<file path="config.mk">
export PLATFORM = sky130hd
export DESIGN_NAME = rle_packet_encoder_core
export DESIGN_NICKNAME = d
export VERILOG_FILES = /design/src/hw/rtl/rpe_pkg.sv /design/src/hw/rtl/rpe_front.sv /design/src/hw/rtl/rpe_cmd_queue.sv /design/src/hw/rtl/rpe_back.sv /design/src/hw/rtl/rle_packet_encoder_core.sv
export SDC_FILE = /design/constraint.sdc
export NUM_CORES = 1
export LEC_CHECK = 0
export BUFFER_PORTS_ARGS = -buffer_cell sky130_fd_sc_hd__buf_2
export CAP_MARGIN = 10
export CORE_ASPECT_RATIO = 0.9
export CORE_MARGIN = 4
export CORE_UTILIZATION = 45
export CTS_CLUSTER_DIAMETER = 60
export DETAILED_ROUTE_END_ITERATION = 12
export PLACE_DENSITY = 0.67
export SLEW_MARGIN = 0
export SYNTH_ARGS = -nofsm -noshare
export SYNTH_HDL_FRONTEND = slang
export SYNTH_HIERARCHICAL = 1
export SYNTH_SLANG_ARGS = --single-unit
</file>
<file path="constraint.sdc">
create_clock -name clock -period 6.3 [get_ports clock]
set_input_delay 0.315 -clock clock [delete_from_list [all_inputs] [get_ports clock]]
set_output_delay 0.315 -clock clock [all_outputs]
set_load 0.01 [all_outputs]
</file>
<file path="src/hw/rtl/rpe_pkg.sv">
// Shared types, constants and packet-building functions of the run-length encoder.
`timescale 1ns / 1ps

package rpe_pkg;

   localparam int MAX_BLOCK_BYTES = 8192;

   localparam int OFF_W  = 14;
   localparam int SEEN_W = $clog2(MAX_BLOCK_BYTES + 2);
   localparam int CNT_W  = 7;

   localparam logic [OFF_W-1:0]  OFF_MAX    = {OFF_W{1'b1}};
   localparam logic [SEEN_W-1:0] SEEN_LIMIT = SEEN_W'(MAX_BLOCK_BYTES);
   localparam logic [SEEN_W-1:0] SEEN_OVER  = SEEN_W'(MAX_BLOCK_BYTES + 1);
   localparam logic [CNT_W-1:0]  LIT_MAX    = 7'h7F;
   localparam logic              RUN_FLAG   = 1'b1;   // top bit of a repeat header (0x80)

   // command queue between the classifier and the write sequencer
   localparam int CMDQ_DEPTH = 4;
   localparam int CMDQ_AW    = $clog2(CMDQ_DEPTH);
   localparam int CMDQ_CW    = $clog2(CMDQ_DEPTH + 1);

   // index of the last write in a command: one packet action or two
   localparam logic [1:0] WR_LAST_ONE = 2'd1;
   localparam logic [1:0] WR_LAST_TWO = 2'd3;

   typedef struct packed {
      logic [7:0] data_byte;
      logic       end_of_block;
   } req_word_type;

   typedef struct packed {
      logic [OFF_W-1:0] write_offset;
      logic [7:0]       write_byte;
      logic             item_done;
      logic             block_done;
      logic [OFF_W-1:0] compressed_length;
      logic             overflow;
   } rsp_word_type;

   typedef struct packed {
      logic [OFF_W-1:0] offset;
      logic [7:0]       value;
   } write_type;

   // every packet action is exactly two buffer writes
   typedef struct packed {
      write_type first;
      write_type second;
   } action_type;

   typedef struct packed {
      action_type       act;
      logic [OFF_W-1:0] hdr;
      logic [OFF_W-1:0] nxt;
      logic [CNT_W-1:0] cnt;
   } step_type;

   typedef struct packed {
      action_type       act0;
      action_type       act1;
      logic             two_act;
      logic             eob;
      logic             ovf;
      logic [OFF_W-1:0] length;
   } cmd_type;

   // saturating offset advance
   function automatic logic [OFF_W-1:0] off_add(input logic [OFF_W-1:0] x,
                                                input logic [1:0] k);
      logic [OFF_W:0] sum;
      sum = {1'b0, x} + (OFF_W + 1)'(k);
      return (sum > {1'b0, OFF_MAX}) ? OFF_MAX : sum[OFF_W-1:0];
   endfunction

   // close a repeat packet: header then value
   function automatic step_type run_action(input logic [OFF_W-1:0] o,
                                           input logic [OFF_W-1:0] hdr,
                                           input logic [CNT_W-1:0] cnt,
                                           input logic [7:0] pend);
      step_type s;
      s.act.first  = '{offset: o, value: {RUN_FLAG, cnt}};
      s.act.second = '{offset: off_add(o, 2'd1), value: pend};
      s.hdr        = hdr;
      s.nxt        = off_add(o, 2'd2);
      s.cnt        = cnt;
      return s;
   endfunction

   // append one literal byte, opening a new packet when none is open or it is full
   function automatic step_type lit_action(input logic [OFF_W-1:0] o,
                                           input logic [OFF_W-1:0] hdr,
                                           input logic [CNT_W-1:0] cnt,
                                           input logic [7:0] pend);
      step_type         s;
      logic [CNT_W-1:0] c;
      logic [OFF_W-1:0] h;
      logic [OFF_W-1:0] d;
      c = (cnt == LIT_MAX) ? '0 : cnt;
      if (c == '0) begin
         h     = o;
         d     = off_add(o, 2'd1);
         s.nxt = off_add(o, 2'd2);
      end else begin
         h     = hdr;
         d     = o;
         s.nxt = off_add(o, 2'd1);
      end
      s.cnt        = c + 7'd1;
      s.hdr        = h;
      s.act.first  = '{offset: d, value: pend};
      s.act.second = '{offset: h, value: {1'b0, s.cnt}};
      return s;
   endfunction

endpackage

</file>
<file path="src/hw/rtl/rpe_front.sv">
// Classifier: holds the packet state, takes one byte a cycle unless req_full, issues write commands.
`timescale 1ns / 1ps

module rpe_front (
   input  logic                  clock,
   input  logic                  reset,
   input  logic                  req_push,
   input  rpe_pkg::req_word_type req_word,
   output logic                  req_full,
   output logic                  cmd_push,
   output rpe_pkg::cmd_type      cmd_word,
   input  logic                  cmd_full
);
   import rpe_pkg::*;

   logic [7:0]        pend_ff, pend_in;
   logic              have_ff, have_in;
   logic              rep_ff, rep_in;
   logic [CNT_W-1:0]  cnt_ff, cnt_in;
   logic [OFF_W-1:0]  hdr_ff, hdr_in;
   logic [OFF_W-1:0]  nxt_ff, nxt_in;
   logic [SEEN_W-1:0] seen_ff, seen_in;

   // state after the byte itself, before any flush
   logic [7:0]        pend1;
   logic              have1, rep1;
   logic [CNT_W-1:0]  cnt1;
   logic [OFF_W-1:0]  hdr1, nxt1;
   logic [SEEN_W-1:0] seen1;

   logic     accept, take, flush, main_run, main_lit, has_main;
   step_type run0, lit0, run1, lit1, flush_step;
   action_type main_act;

   assign accept   = req_push && !cmd_full;
   assign req_full = cmd_full;
   assign take     = seen_ff < SEEN_LIMIT;

   assign run0 = run_action(nxt_ff, hdr_ff, cnt_ff, pend_ff);
   assign lit0 = lit_action(nxt_ff, hdr_ff, cnt_ff, pend_ff);

   always_comb begin
      have1    = have_ff;
      rep1     = rep_ff;
      cnt1     = cnt_ff;
      pend1    = pend_ff;
      hdr1     = hdr_ff;
      nxt1     = nxt_ff;
      seen1    = SEEN_OVER;
      main_run = 1'b0;
      main_lit = 1'b0;
      if (take) begin
         seen1 = seen_ff + 1'b1;
         priority if (!have_ff) begin
            pend1 = req_word.data_byte;
            have1 = 1'b1;
            rep1  = 1'b0;
            cnt1  = '0;
         end else if (rep_ff) begin
            priority if (cnt_ff == LIT_MAX) begin
               // full run: close it, new byte starts a run of one
               main_run = 1'b1;
               pend1    = req_word.data_byte;
               cnt1     = '0;
               nxt1     = run0.nxt;
            end else if (req_word.data_byte == pend_ff) begin
               cnt1 = cnt_ff + 7'd1;
            end else begin
               main_run = 1'b1;
               rep1     = 1'b0;
               cnt1     = '0;
               pend1    = req_word.data_byte;
               nxt1     = run0.nxt;
            end
         end else if (req_word.data_byte == pend_ff) begin
            rep1 = 1'b1;
            cnt1 = 7'd1;
         end else begin
            main_lit = 1'b1;
            hdr1     = lit0.hdr;
            nxt1     = lit0.nxt;
            cnt1     = lit0.cnt;
            pend1    = req_word.data_byte;
         end
      end
   end

   assign run1       = run_action(nxt1, hdr1, cnt1, pend1);
   assign lit1       = lit_action(nxt1, hdr1, cnt1, pend1);
   assign flush_step = rep1 ? run1 : lit1;
   assign flush      = req_word.end_of_block && have1;
   assign has_main   = main_run || main_lit;
   assign main_act   = main_run ? run0.act : lit0.act;

   always_comb begin
      cmd_word.act0    = has_main ? main_act : flush_step.act;
      cmd_word.act1    = flush_step.act;
      cmd_word.two_act = has_main && flush;
      cmd_word.eob     = req_word.end_of_block;
      cmd_word.ovf     = seen1 > SEEN_LIMIT;
      cmd_word.length  = flush ? flush_step.nxt : nxt1;
   end

   assign cmd_push = accept && (has_main || flush);

   always_comb begin
      pend_in = pend_ff;
      have_in = have_ff;
      rep_in  = rep_ff;
      cnt_in  = cnt_ff;
      hdr_in  = hdr_ff;
      nxt_in  = nxt_ff;
      seen_in = seen_ff;
      if (accept) begin
         if (req_word.end_of_block) begin
            pend_in = '0;
            have_in = 1'b0;
            rep_in  = 1'b0;
            cnt_in  = '0;
            hdr_in  = '0;
            nxt_in  = '0;
            seen_in = '0;
         end else begin
            pend_in = pend1;
            have_in = have1;
            rep_in  = rep1;
            cnt_in  = cnt1;
            hdr_in  = hdr1;
            nxt_in  = nxt1;
            seen_in = seen1;
         end
      end
   end

   always_ff @(posedge clock) begin
      if (reset) begin
         pend_ff <= '0;
         have_ff <= 1'b0;
         rep_ff  <= 1'b0;
         cnt_ff  <= '0;
         hdr_ff  <= '0;
         nxt_ff  <= '0;
         seen_ff <= '0;
      end else begin
         pend_ff <= pend_in;
         have_ff <= have_in;
         rep_ff  <= rep_in;
         cnt_ff  <= cnt_in;
         hdr_ff  <= hdr_in;
         nxt_ff  <= nxt_in;
         seen_ff <= seen_in;
      end
   end

endmodule

</file>
<file path="src/hw/rtl/rpe_cmd_queue.sv">
// Short command queue between the classifier and the write sequencer.
`timescale 1ns / 1ps

module rpe_cmd_queue (
   input  logic             clock,
   input  logic             reset,
   input  logic             push,
   input  rpe_pkg::cmd_type push_word,
   output logic             full,
   input  logic             pop,
   output rpe_pkg::cmd_type pop_word,
   output logic             empty
);
   import rpe_pkg::*;

   cmd_type            slot_ff [CMDQ_DEPTH];
   logic [CMDQ_AW-1:0] wr_ptr_ff, wr_ptr_in;
   logic [CMDQ_AW-1:0] rd_ptr_ff, rd_ptr_in;
   logic [CMDQ_CW-1:0] count_ff, count_in;
   logic               do_push, do_pop;

   assign full     = count_ff == CMDQ_CW'(CMDQ_DEPTH);
   assign empty    = count_ff == '0;
   assign do_push  = push && !full;
   assign do_pop   = pop && !empty;
   assign pop_word = slot_ff[rd_ptr_ff];

   always_comb begin
      wr_ptr_in = do_push ? CMDQ_AW'(wr_ptr_ff + 1'b1) : wr_ptr_ff;
      rd_ptr_in = do_pop  ? CMDQ_AW'(rd_ptr_ff + 1'b1) : rd_ptr_ff;
      count_in  = count_ff;
      if (do_push && !do_pop) begin
         count_in = count_ff + 1'b1;
      end else if (do_pop && !do_push) begin
         count_in = count_ff - 1'b1;
      end
   end

   always_ff @(posedge clock) begin
      if (do_push) begin
         slot_ff[wr_ptr_ff] <= push_word;
      end
   end

   always_ff @(posedge clock) begin
      if (reset) begin
         wr_ptr_ff <= '0;
         rd_ptr_ff <= '0;
         count_ff  <= '0;
      end else begin
         wr_ptr_ff <= wr_ptr_in;
         rd_ptr_ff <= rd_ptr_in;
         count_ff  <= count_in;
      end
   end

endmodule

</file>
<file path="src/hw/rtl/rpe_back.sv">
// Write sequencer: expands each command into buffer writes, one per cycle while the result register drains.
`timescale 1ns / 1ps

module rpe_back (
   input  logic                  clock,
   input  logic                  reset,
   input  logic                  cmd_empty,
   input  rpe_pkg::cmd_type      cmd_word,
   output logic                  cmd_pop,
   output logic                  rsp_empty,
   input  logic                  rsp_pop,
   output rpe_pkg::rsp_word_type rsp_word
);
   import rpe_pkg::*;

   logic [1:0]   idx_ff, idx_in;
   logic         valid_ff, valid_in;
   rsp_word_type word_ff, word_in;
   logic         load, is_last;
   logic [1:0]   last_idx;
   action_type   act;
   write_type    wr;

   assign last_idx = cmd_word.two_act ? WR_LAST_TWO : WR_LAST_ONE;
   assign is_last  = idx_ff == last_idx;
   assign load     = !cmd_empty && (!valid_ff || rsp_pop);
   assign cmd_pop  = load && is_last;
   assign act      = idx_ff[1] ? cmd_word.act1 : cmd_word.act0;
   assign wr       = idx_ff[0] ? act.second : act.first;

   always_comb begin
      word_in.write_offset      = wr.offset;
      word_in.write_byte        = wr.value;
      word_in.item_done         = is_last;
      word_in.block_done        = is_last && cmd_word.eob;
      word_in.compressed_length = (is_last && cmd_word.eob) ? cmd_word.length : '0;
      word_in.overflow          = cmd_word.ovf;
      idx_in   = load ? (is_last ? 2'd0 : idx_ff + 2'd1) : idx_ff;
      valid_in = load || (valid_ff && !rsp_pop);
   end

   always_ff @(posedge clock) begin
      if (load) begin
         word_ff <= word_in;
      end
   end

   always_ff @(posedge clock) begin
      if (reset) begin
         idx_ff   <= '0;
         valid_ff <= 1'b0;
      end else begin
         idx_ff   <= idx_in;
         valid_ff <= valid_in;
      end
   end

   assign rsp_empty = !valid_ff;
   assign rsp_word  = word_ff;

endmodule

</file>
<file path="src/hw/rtl/rle_packet_encoder_core.sv">
// Top level of the PackBits-style run-length encoder core.
`timescale 1ns / 1ps

// Run-length encoder that turns a byte stream into buffer writes (offset, byte).
// Bytes enter one word per push; end_of_block on a byte flushes the open packet,
// marks the final write with block_done and compressed_length, and starts a new
// block at offset 0. Repeat packets are header 0x80|(n-1) plus value (n up to 128);
// literal packets are header L (up to 127) plus L bytes, and the header is written
// again after every literal byte. Bytes past MAX_BLOCK_BYTES are dropped and the
// block's later writes carry overflow.
// Rate: the classifier takes one byte per cycle as long as the four-entry command
// queue has room; the write sequencer drives one write per cycle through the single
// result register while the receiver pops it. A byte causes no write when it
// extends a run, two for a literal byte or a closed run, up to four with a flush.
// Sustained literal data is therefore limited by the one write port. A pushed byte
// reaches the result ports through the command queue and the result register.

module rle_packet_encoder_core (
   input  logic                  clock,
   input  logic                  reset,
   // byte input
   input  logic                  req_push,
   input  rpe_pkg::req_word_type req_word,
   output logic                  req_full,
   // buffer write output
   output logic                  rsp_empty,
   input  logic                  rsp_pop,
   output rpe_pkg::rsp_word_type rsp_word
);
   import rpe_pkg::*;

   logic    cmd_push, cmd_full, cmd_pop, cmd_empty;
   cmd_type cmd_in_word, cmd_out_word;

   // front: packet state and byte classification
   rpe_front u_front (
      .clock    (clock),
      .reset    (reset),
      .req_push (req_push),
      .req_word (req_word),
      .req_full (req_full),
      .cmd_push (cmd_push),
      .cmd_word (cmd_in_word),
      .cmd_full (cmd_full)
   );

   // decouples classification from the write port
   rpe_cmd_queue u_cmd_queue (
      .clock     (clock),
      .reset     (reset),
      .push      (cmd_push),
      .push_word (cmd_in_word),
      .full      (cmd_full),
      .pop       (cmd_pop),
      .pop_word  (cmd_out_word),
      .empty     (cmd_empty)
   );

   // back: one buffer write per cycle into the result register while it is popped
   rpe_back u_back (
      .clock     (clock),
      .reset     (reset),
      .cmd_empty (cmd_empty),
      .cmd_word  (cmd_out_word),
      .cmd_pop   (cmd_pop),
      .rsp_empty (rsp_empty),
      .rsp_pop   (rsp_pop),
      .rsp_word  (rsp_word)
   );

   // nothing survives a reset
   a_reset_clears: assert property (@(posedge clock)
      reset |=> (cmd_empty && rsp_empty))
      else $error("queue or result register not empty after reset");

   // queue occupancy is consistent
   a_queue_sane: assert property (@(posedge clock) disable iff (reset)
      !(cmd_full && cmd_empty))
      else $error("command queue both full and empty");

   // a block ends only on the last write of its byte
   a_block_done_last: assert property (@(posedge clock) disable iff (reset)
      (!rsp_empty && rsp_word.block_done) |-> rsp_word.item_done)
      else $error("block_done without item_done");

   // length is shown only with block_done
   a_length_only_at_end: assert property (@(posedge clock) disable iff (reset)
      (!rsp_empty && !rsp_word.block_done) |-> (rsp_word.compressed_length == '0))
      else $error("compressed_length nonzero before end of block");

endmodule

</file>
---- After elaboration in Yosys (flattened, before gate mapping) ----
Memory sizes are Yosys's and may differ from the RTL's. A register that Yosys moved wholly into a read port is not among the register bits.
Cells that the tools add are included.
storage, ports and cells
  flip-flop bits (word level) ............. 108
  RAM bits ................................ 420
  bits of input ports ..................... 13
  output and inout bits ................... 41
  logic and storage cells ................. 138
  memories ................................ 1
cells by class
  add/sub/neg operators ................... 13
  magnitude comparators ................... 6
  equal/unequal tests ..................... 5
  muxes and demuxes ....................... 69
  reduce and logical (&&, ||, !) cells .... 26
memories
  name                 words  bits a word  rd ports  clocked after Yosys merged registers in  wr ports  RTL line             source
  u_cmd_queue.slot_ff  4      105          1         1                                        1         rpe_cmd_queue.sv:16  cmd_type slot_ff [CMDQ_DEPTH];
operators with widths
  cell                   number
  $mux 14                25
  $mux 44                3
  $mux 79                1
  $mux 7                 9
  $gt 15x14->1 const B   4
  $mux 8                 6
  $add 14x1->15 const B  2
  $add 14x2->15 const B  2
  $mux 22                1
  $add 7x1->7 const B    3
  $mux 1                 18
  $add 14x1->14 const B  1
  $eq 7x7->1 const B     2
  $gt 14x14->1 const B   1
  $logic_not 7->1        2
  $lt 14x14->1 const B   1
  $logic_and 1x1->1      12
  $eq 8x8->1             1
  $mux 2                 4
  $add 2x1->2 const B    3
  $logic_not 1->1        6
  $mux 3                 2
  $logic_or 1x1->1       4
  $add 3x1->3 const B    1
  other kinds (5)        5

---- Logic depth before layout (Yosys ltp) ----
  depth in word-level cells ............... 14
  depth in mapped cells ................... 24
  mapped depth without buffers ............ 22

---- By module ----
Netlist, hierarchy kept.
by module, submodules not included
  module         instances  cells an instance  area each (µm²)  sequential area each (µm²)
  rpe_cmd_queue  1          597                15,615.0         12,792.3
  rpe_front      1          1,200              7,808.7          1,181.1
  rpe_back       1          100                2,009.4          1,231.2

---- Worst setup path before layout ----
Ideal clock, no wire load.
  path type ............................... reg2reg
  from .................................... register u_front.cnt_ff[4]
  to ...................................... memory u_cmd_queue/slot_ff[0][0] (netlist name), enable pin
  setup time .............................. 0.476 ns
  data arrival time ....................... 4.765 ns
  data required time ...................... 5.824 ns
  slack ................................... 1.059 ns
  stages on the path, launching flop included .. 12
  buffers on the path ..................... 3
  clock period less this slack ............ 5.241 ns
  cells stage by stage .................... dfxtp_1 -> buf_2 -> and4_1 -> nand3_1 -> nor2_1 -> o21ai_1 -> clkbuf_1 -> buf_1 -> a21oi_1 -> inv_1 -> nor2_1 -> and2_1
on the way
  cells in the longest elaborated chain, start to end .. 11
RTL lines
  what                           RTL line                       source
  start, declared                rpe_front.sv:19                logic [CNT_W-1:0] cnt_ff, cnt_in;
  start signal, assigned         rpe_front.sv:148               cnt_ff <= cnt_in;
  $eq 7x7->1                     rpe_front.sv:60                priority if (cnt_ff == LIT_MAX) begin
  $mux 1                         rpe_front.sv:60
  $mux 1                         rpe_front.sv:59                end else if (rep_ff) begin
  $mux 1                         rpe_front.sv:54                priority if (!have_ff) begin
  $mux 1                         rpe_front.sv:52                if (take) begin
  $logic_or 1x1->1               rpe_front.sv:92                assign has_main = main_run || main_lit;
  $logic_or 1x1->1               rpe_front.sv:104               assign cmd_push = accept && (has_main || flush);
  $logic_and 1x1->1              rpe_front.sv:104
  named net cmd_push             rle_packet_encoder_core.sv:32  logic cmd_push, cmd_full, cmd_pop, cmd_empty;
  $logic_and 1x1->1              rpe_cmd_queue.sv:24            assign do_push = push && !full;
  named net u_cmd_queue.do_push  rpe_cmd_queue.sv:20            logic do_push, do_pop;
  $mux 1                         rpe_cmd_queue.sv:40            if (do_push) begin
  $mux 1 (not written as such)   rpe_cmd_queue.sv:41            slot_ff[wr_ptr_ff] <= push_word;
  end, declared                  rpe_cmd_queue.sv:16
The timed path passes the listed nets, and every way through them passes these cells.

==> results by group <==
CTS
  • Post-CTS sizing: 0
  • CTS tree: done
  • Max Root-Sink Buffers: 3
  • Setup Fix Bufs, Post-CTS: 0
  • Clock Pin Slew Worst Setup and Hold Paths: 60 ps
  • Worst-Skew Late Latency: 620 ps
  • H-tree depth: 2
  • CTS Hold Bufs: 0
  • Root buf cell: clkbuf_16
  • Clock Sinks: 530
  • CTS Buf Count: 57

Synth
  • Mapped Area: 25,400 um^2
  • Async SR Flop Fraction: 0%
  • Yosys cell types: 97
  • Synth warn: 6
  • Post-synth EDFFs: 459
  • Ys flop type: edfxtp_1
  • Seq/Total Area, Yosys: 59.8%
  • Yosys top cell area share: 54.2%
  • Mapped Cells: 1,897
  • Mapped Nets: 1,930
  • Yosys reg bits: 530
  • Synth Area per Inst: 13.4 um^2
  • Top cells by area, synth: edfxtp_1 (54%), mux4_2 (11%), dfxtp_1 (5.6%), nor2_1 (2.8%), a21oi_1 (2.3%)
  • Yosys top cell by area: edfxtp_1

Run status
  • Status: finished, final reports clean

Cells and area
  • Area Overhead vs Synth: 12.1%
  • Multi-input gate area: 9460 um^2
  • Fin cells: 2,741
  • Fillers: 4,700
  • Share of cells above drive strength 1: 20.8%
  • # nets final: 1,973
  • Most frequent cells in the layout: edfxtp_1 (459), nor2_1 (187), mux4_2 (127), a21oi_1 (115), nand2_1 (102)
  • Most common cell after layout, fill and taps aside: edfxtp_1
  • Register area: 15,200 um^2

Power
  • Pwr Total: 9.64 mW
  • Static leakage: 9.49 nW
  • Combinational fraction of design power: 18.5%
  • Int Power: 7.03 mW
  • Sw frac: 27.1%
  • Clock Power Share: 34.5%
  • Switching power: 2.61 mW
  • Pwr Density: 338 nW/um^2
  • Sequential share of power: 47.0%
  • VDD IR-drop max: 0.251 mV

Worst hold path
  • Hold EP: u_front/pend_ff[0]
  • Hold path cells: 3
  • HP Start: req_word[1]
  • HP Class: in2reg

Worst setup path
  • Required @ worst endpoint: 6660 ps
  • Worst Reg2Reg Path Length in Cells: 18
  • Crit path top cell by count: nor2_1
  • Worst path buffer plus inverter count: 1
  • Critical path capture point type: flip-flop
  • Reg2reg start: u_front/cnt_ff[0]
  • Critical path class: reg2reg
  • Cell Chain, Critical Path: ha_1 -> nand2_1 -> o21ai_1 -> ha_1 -> nor2b_1 -> and3_1 -> nor2_1 -> buf_4 -> nor2_1 -> a21oi_1 -> or3b_1 -> ha_1 -> nor2_1 -> nand2_1 -> or4_1 -> nor4_2 -> nor2_1 -> o221ai_1
  • Worst setup SP type: flip-flop
  • Crit Reg-Reg Endpoint: u_cmd_queue/slot_ff[1][5]
  • CP max stage delay: 570 ps
  • Critical path's top delay family: simple AND/OR/NAND/NOR gates
  • Worst-path fanout max: 14
  • Worst Path Arrival: 6220 ps
  • R2r setup slk: 430 ps
  • CP max-delay cell: or3b_1

Place
  • Port buffer count: 53
  • Inst Count DP: 2,637
  • Hpwl dp: 47.7 mm
  • Routability cong.: 1.01

Die
  • Die area: 60,400 um^2
  • I/O Pins: 54
  • Starting Density: 45.6%
  • Die W: 259 um
  • FP Rows: 82
  • Die H: 234 um
  • Core area: 55,800 um^2

Timing
  • Period Utilization, post-route: 93.1%
  • Fin Setup TNS: 0 ps
  • Final Max Tran Viols: 0
  • Fin Clk Skew: 27.9 ps
  • Unrepaired setup endpoints after global routing: false
  • Fmax: 170 MHz
  • Hold Violations, Final: 0
  • Relative slew slack: 30.1%
  • Actual slew at the worst max-slew pin: 1040 ps
  • Final setup fails: 0
  • Tmin final: 5870 ps

Routing
  • Via/cell ratio: 6.24
  • TritonRoute pass-1 iters: 6
  • Post-route DRC: 0
  • DR iter-0 viols: 1,951
  • Routed len/inst: 25.9 um
  • Via count: 17,100
  • Final wirelength: 70.9 mm
  • Antenna Nets Post-Route: 0

GRT
  • Antenna violations before repair: 0
  • Global-route wire length before repair: 107 mm
  • Largest net degree at the start of global routing: 73
  • Vias in the first global route: 16,600
  • GRT Residual Overflow: 0
  • GRT Util Overall: 23.3%

Flow run
  • Maxcap violations: 0
## logic make-up after synthesis
logic type | count (synthesis) | share of synthesized area (%)
flip-flops | 530 | 59.8
buffers and inverters | 178 | 3.27
XOR/XNOR | 47 | 1.65
adder cells (fa/ha/maj) | 20 | 1.01
multiplexers | 158 | 12.5
AND/OR/NAND/NOR | 531 | 10.6
AO/OA/AOI/OAI | 433 | 11.2
## sequential cells by signal (all words and copies together), names as in the netlist, named ones only
name / count
u_cmd_queue/wr_ptr_ff: 2
u_front/rep_ff: 1
u_cmd_queue/count_ff: 3
u_cmd_queue/slot_ff: 420
u_front/have_ff: 1
u_front/nxt_ff: 14
u_front/hdr_ff: 14
u_front/pend_ff: 8
u_back/idx_ff: 2
u_back/valid_ff: 1
u_front/seen_ff: 14
u_back/rsp_word: 39
u_front/cnt_ff: 7
u_cmd_queue/rd_ptr_ff: 2
## cells in the mapped netlist, types with 26 or more instances
cell type and instances:
a21oi_1 116, a22oi_1 44, buf_2 30, clkbuf_1 95
dfxtp_1 71, edfxtp_1 459, inv_1 29, mux4_2 127
nand2_1 102, nand3_1 36, nor2_1 189, nor3_1 40
o21ai_0 75, o22ai_1 30, xnor2_1 26
## metal layers
layer	part of all wire (%)	vias to the layer above	GRT usage [%]
met4	2.6	0	6.34
met5	0	-	0
li1	-	7538	-
met1	43	8610	35.0
met2	44	838	34.6
met3	9.8	117	5.12
## final cells by class
class                           count  share of cell area [%]
Antenna cell                        1                 0.00877
Sequential cell                   530                    53.3
Timing Repair Buffer              130                    3.13
Clock inverter                     30                    1.20
Clock buffer                       73                    5.39
Inverter                           32                   0.430
Tap cell                          756                    3.32
Multi-Input combinational cell   1189                    33.2
## how the worst max path moves through the flow
stage                       from                         end  slack [ps]  cells past startpoint
4_1_cts        u_front/cnt_ff[0]  u_cmd_queue/slot_ff[0][12]         400                     18
3_5_place_dp   u_front/cnt_ff[0]  u_cmd_queue/slot_ff[1][12]         400                     18
2_1_floorplan  u_front/cnt_ff[4]   u_cmd_queue/slot_ff[0][0]        1060                     11
5_1_grt        u_front/cnt_ff[0]  u_cmd_queue/slot_ff[0][12]         100                     18
6_report       u_front/cnt_ff[0]   u_cmd_queue/slot_ff[1][5]         430                     18
3_3_place_gp   u_front/cnt_ff[0]  u_cmd_queue/slot_ff[2][12]         630                     18
## worst reg2reg max path: cells and delay by family (launching register included)
kind | cells | cell delay (ps)
and+or+nand+nor | 11 | 2980
adders and majority gates | 3 | 1080
AOI/OAI and AO/OA | 3 | 850
DFF | 1 | 490
buffers and inverters | 1 | 230
## power by group through the flow
stage,Combinational (mW),Clock [mW],Sequential (mW)
after CTS,1.80,3.40,4.54
after floorplan,1.08,0,4.67
after global routing,1.93,3.54,4.57
final,1.79,3.33,4.53
after global placement,1.77,0,4.59
after detailed placement,1.79,0,4.61
## metrics by stage
step                      utilization, %  area (um^2)  hold WS (ps)  worst slack [ps]
after floorplan                        -        25400           384              1060
after global placement              47.7        26600           498               634
after detailed placement            47.7        26600           506               399
after CTS                           51.1        28500          23.8               403
after global routing                51.1        28500          71.2              98.2
final                               51.1        28500          50.6               433
No activity file was read; power rests on OpenSTA's default activity.
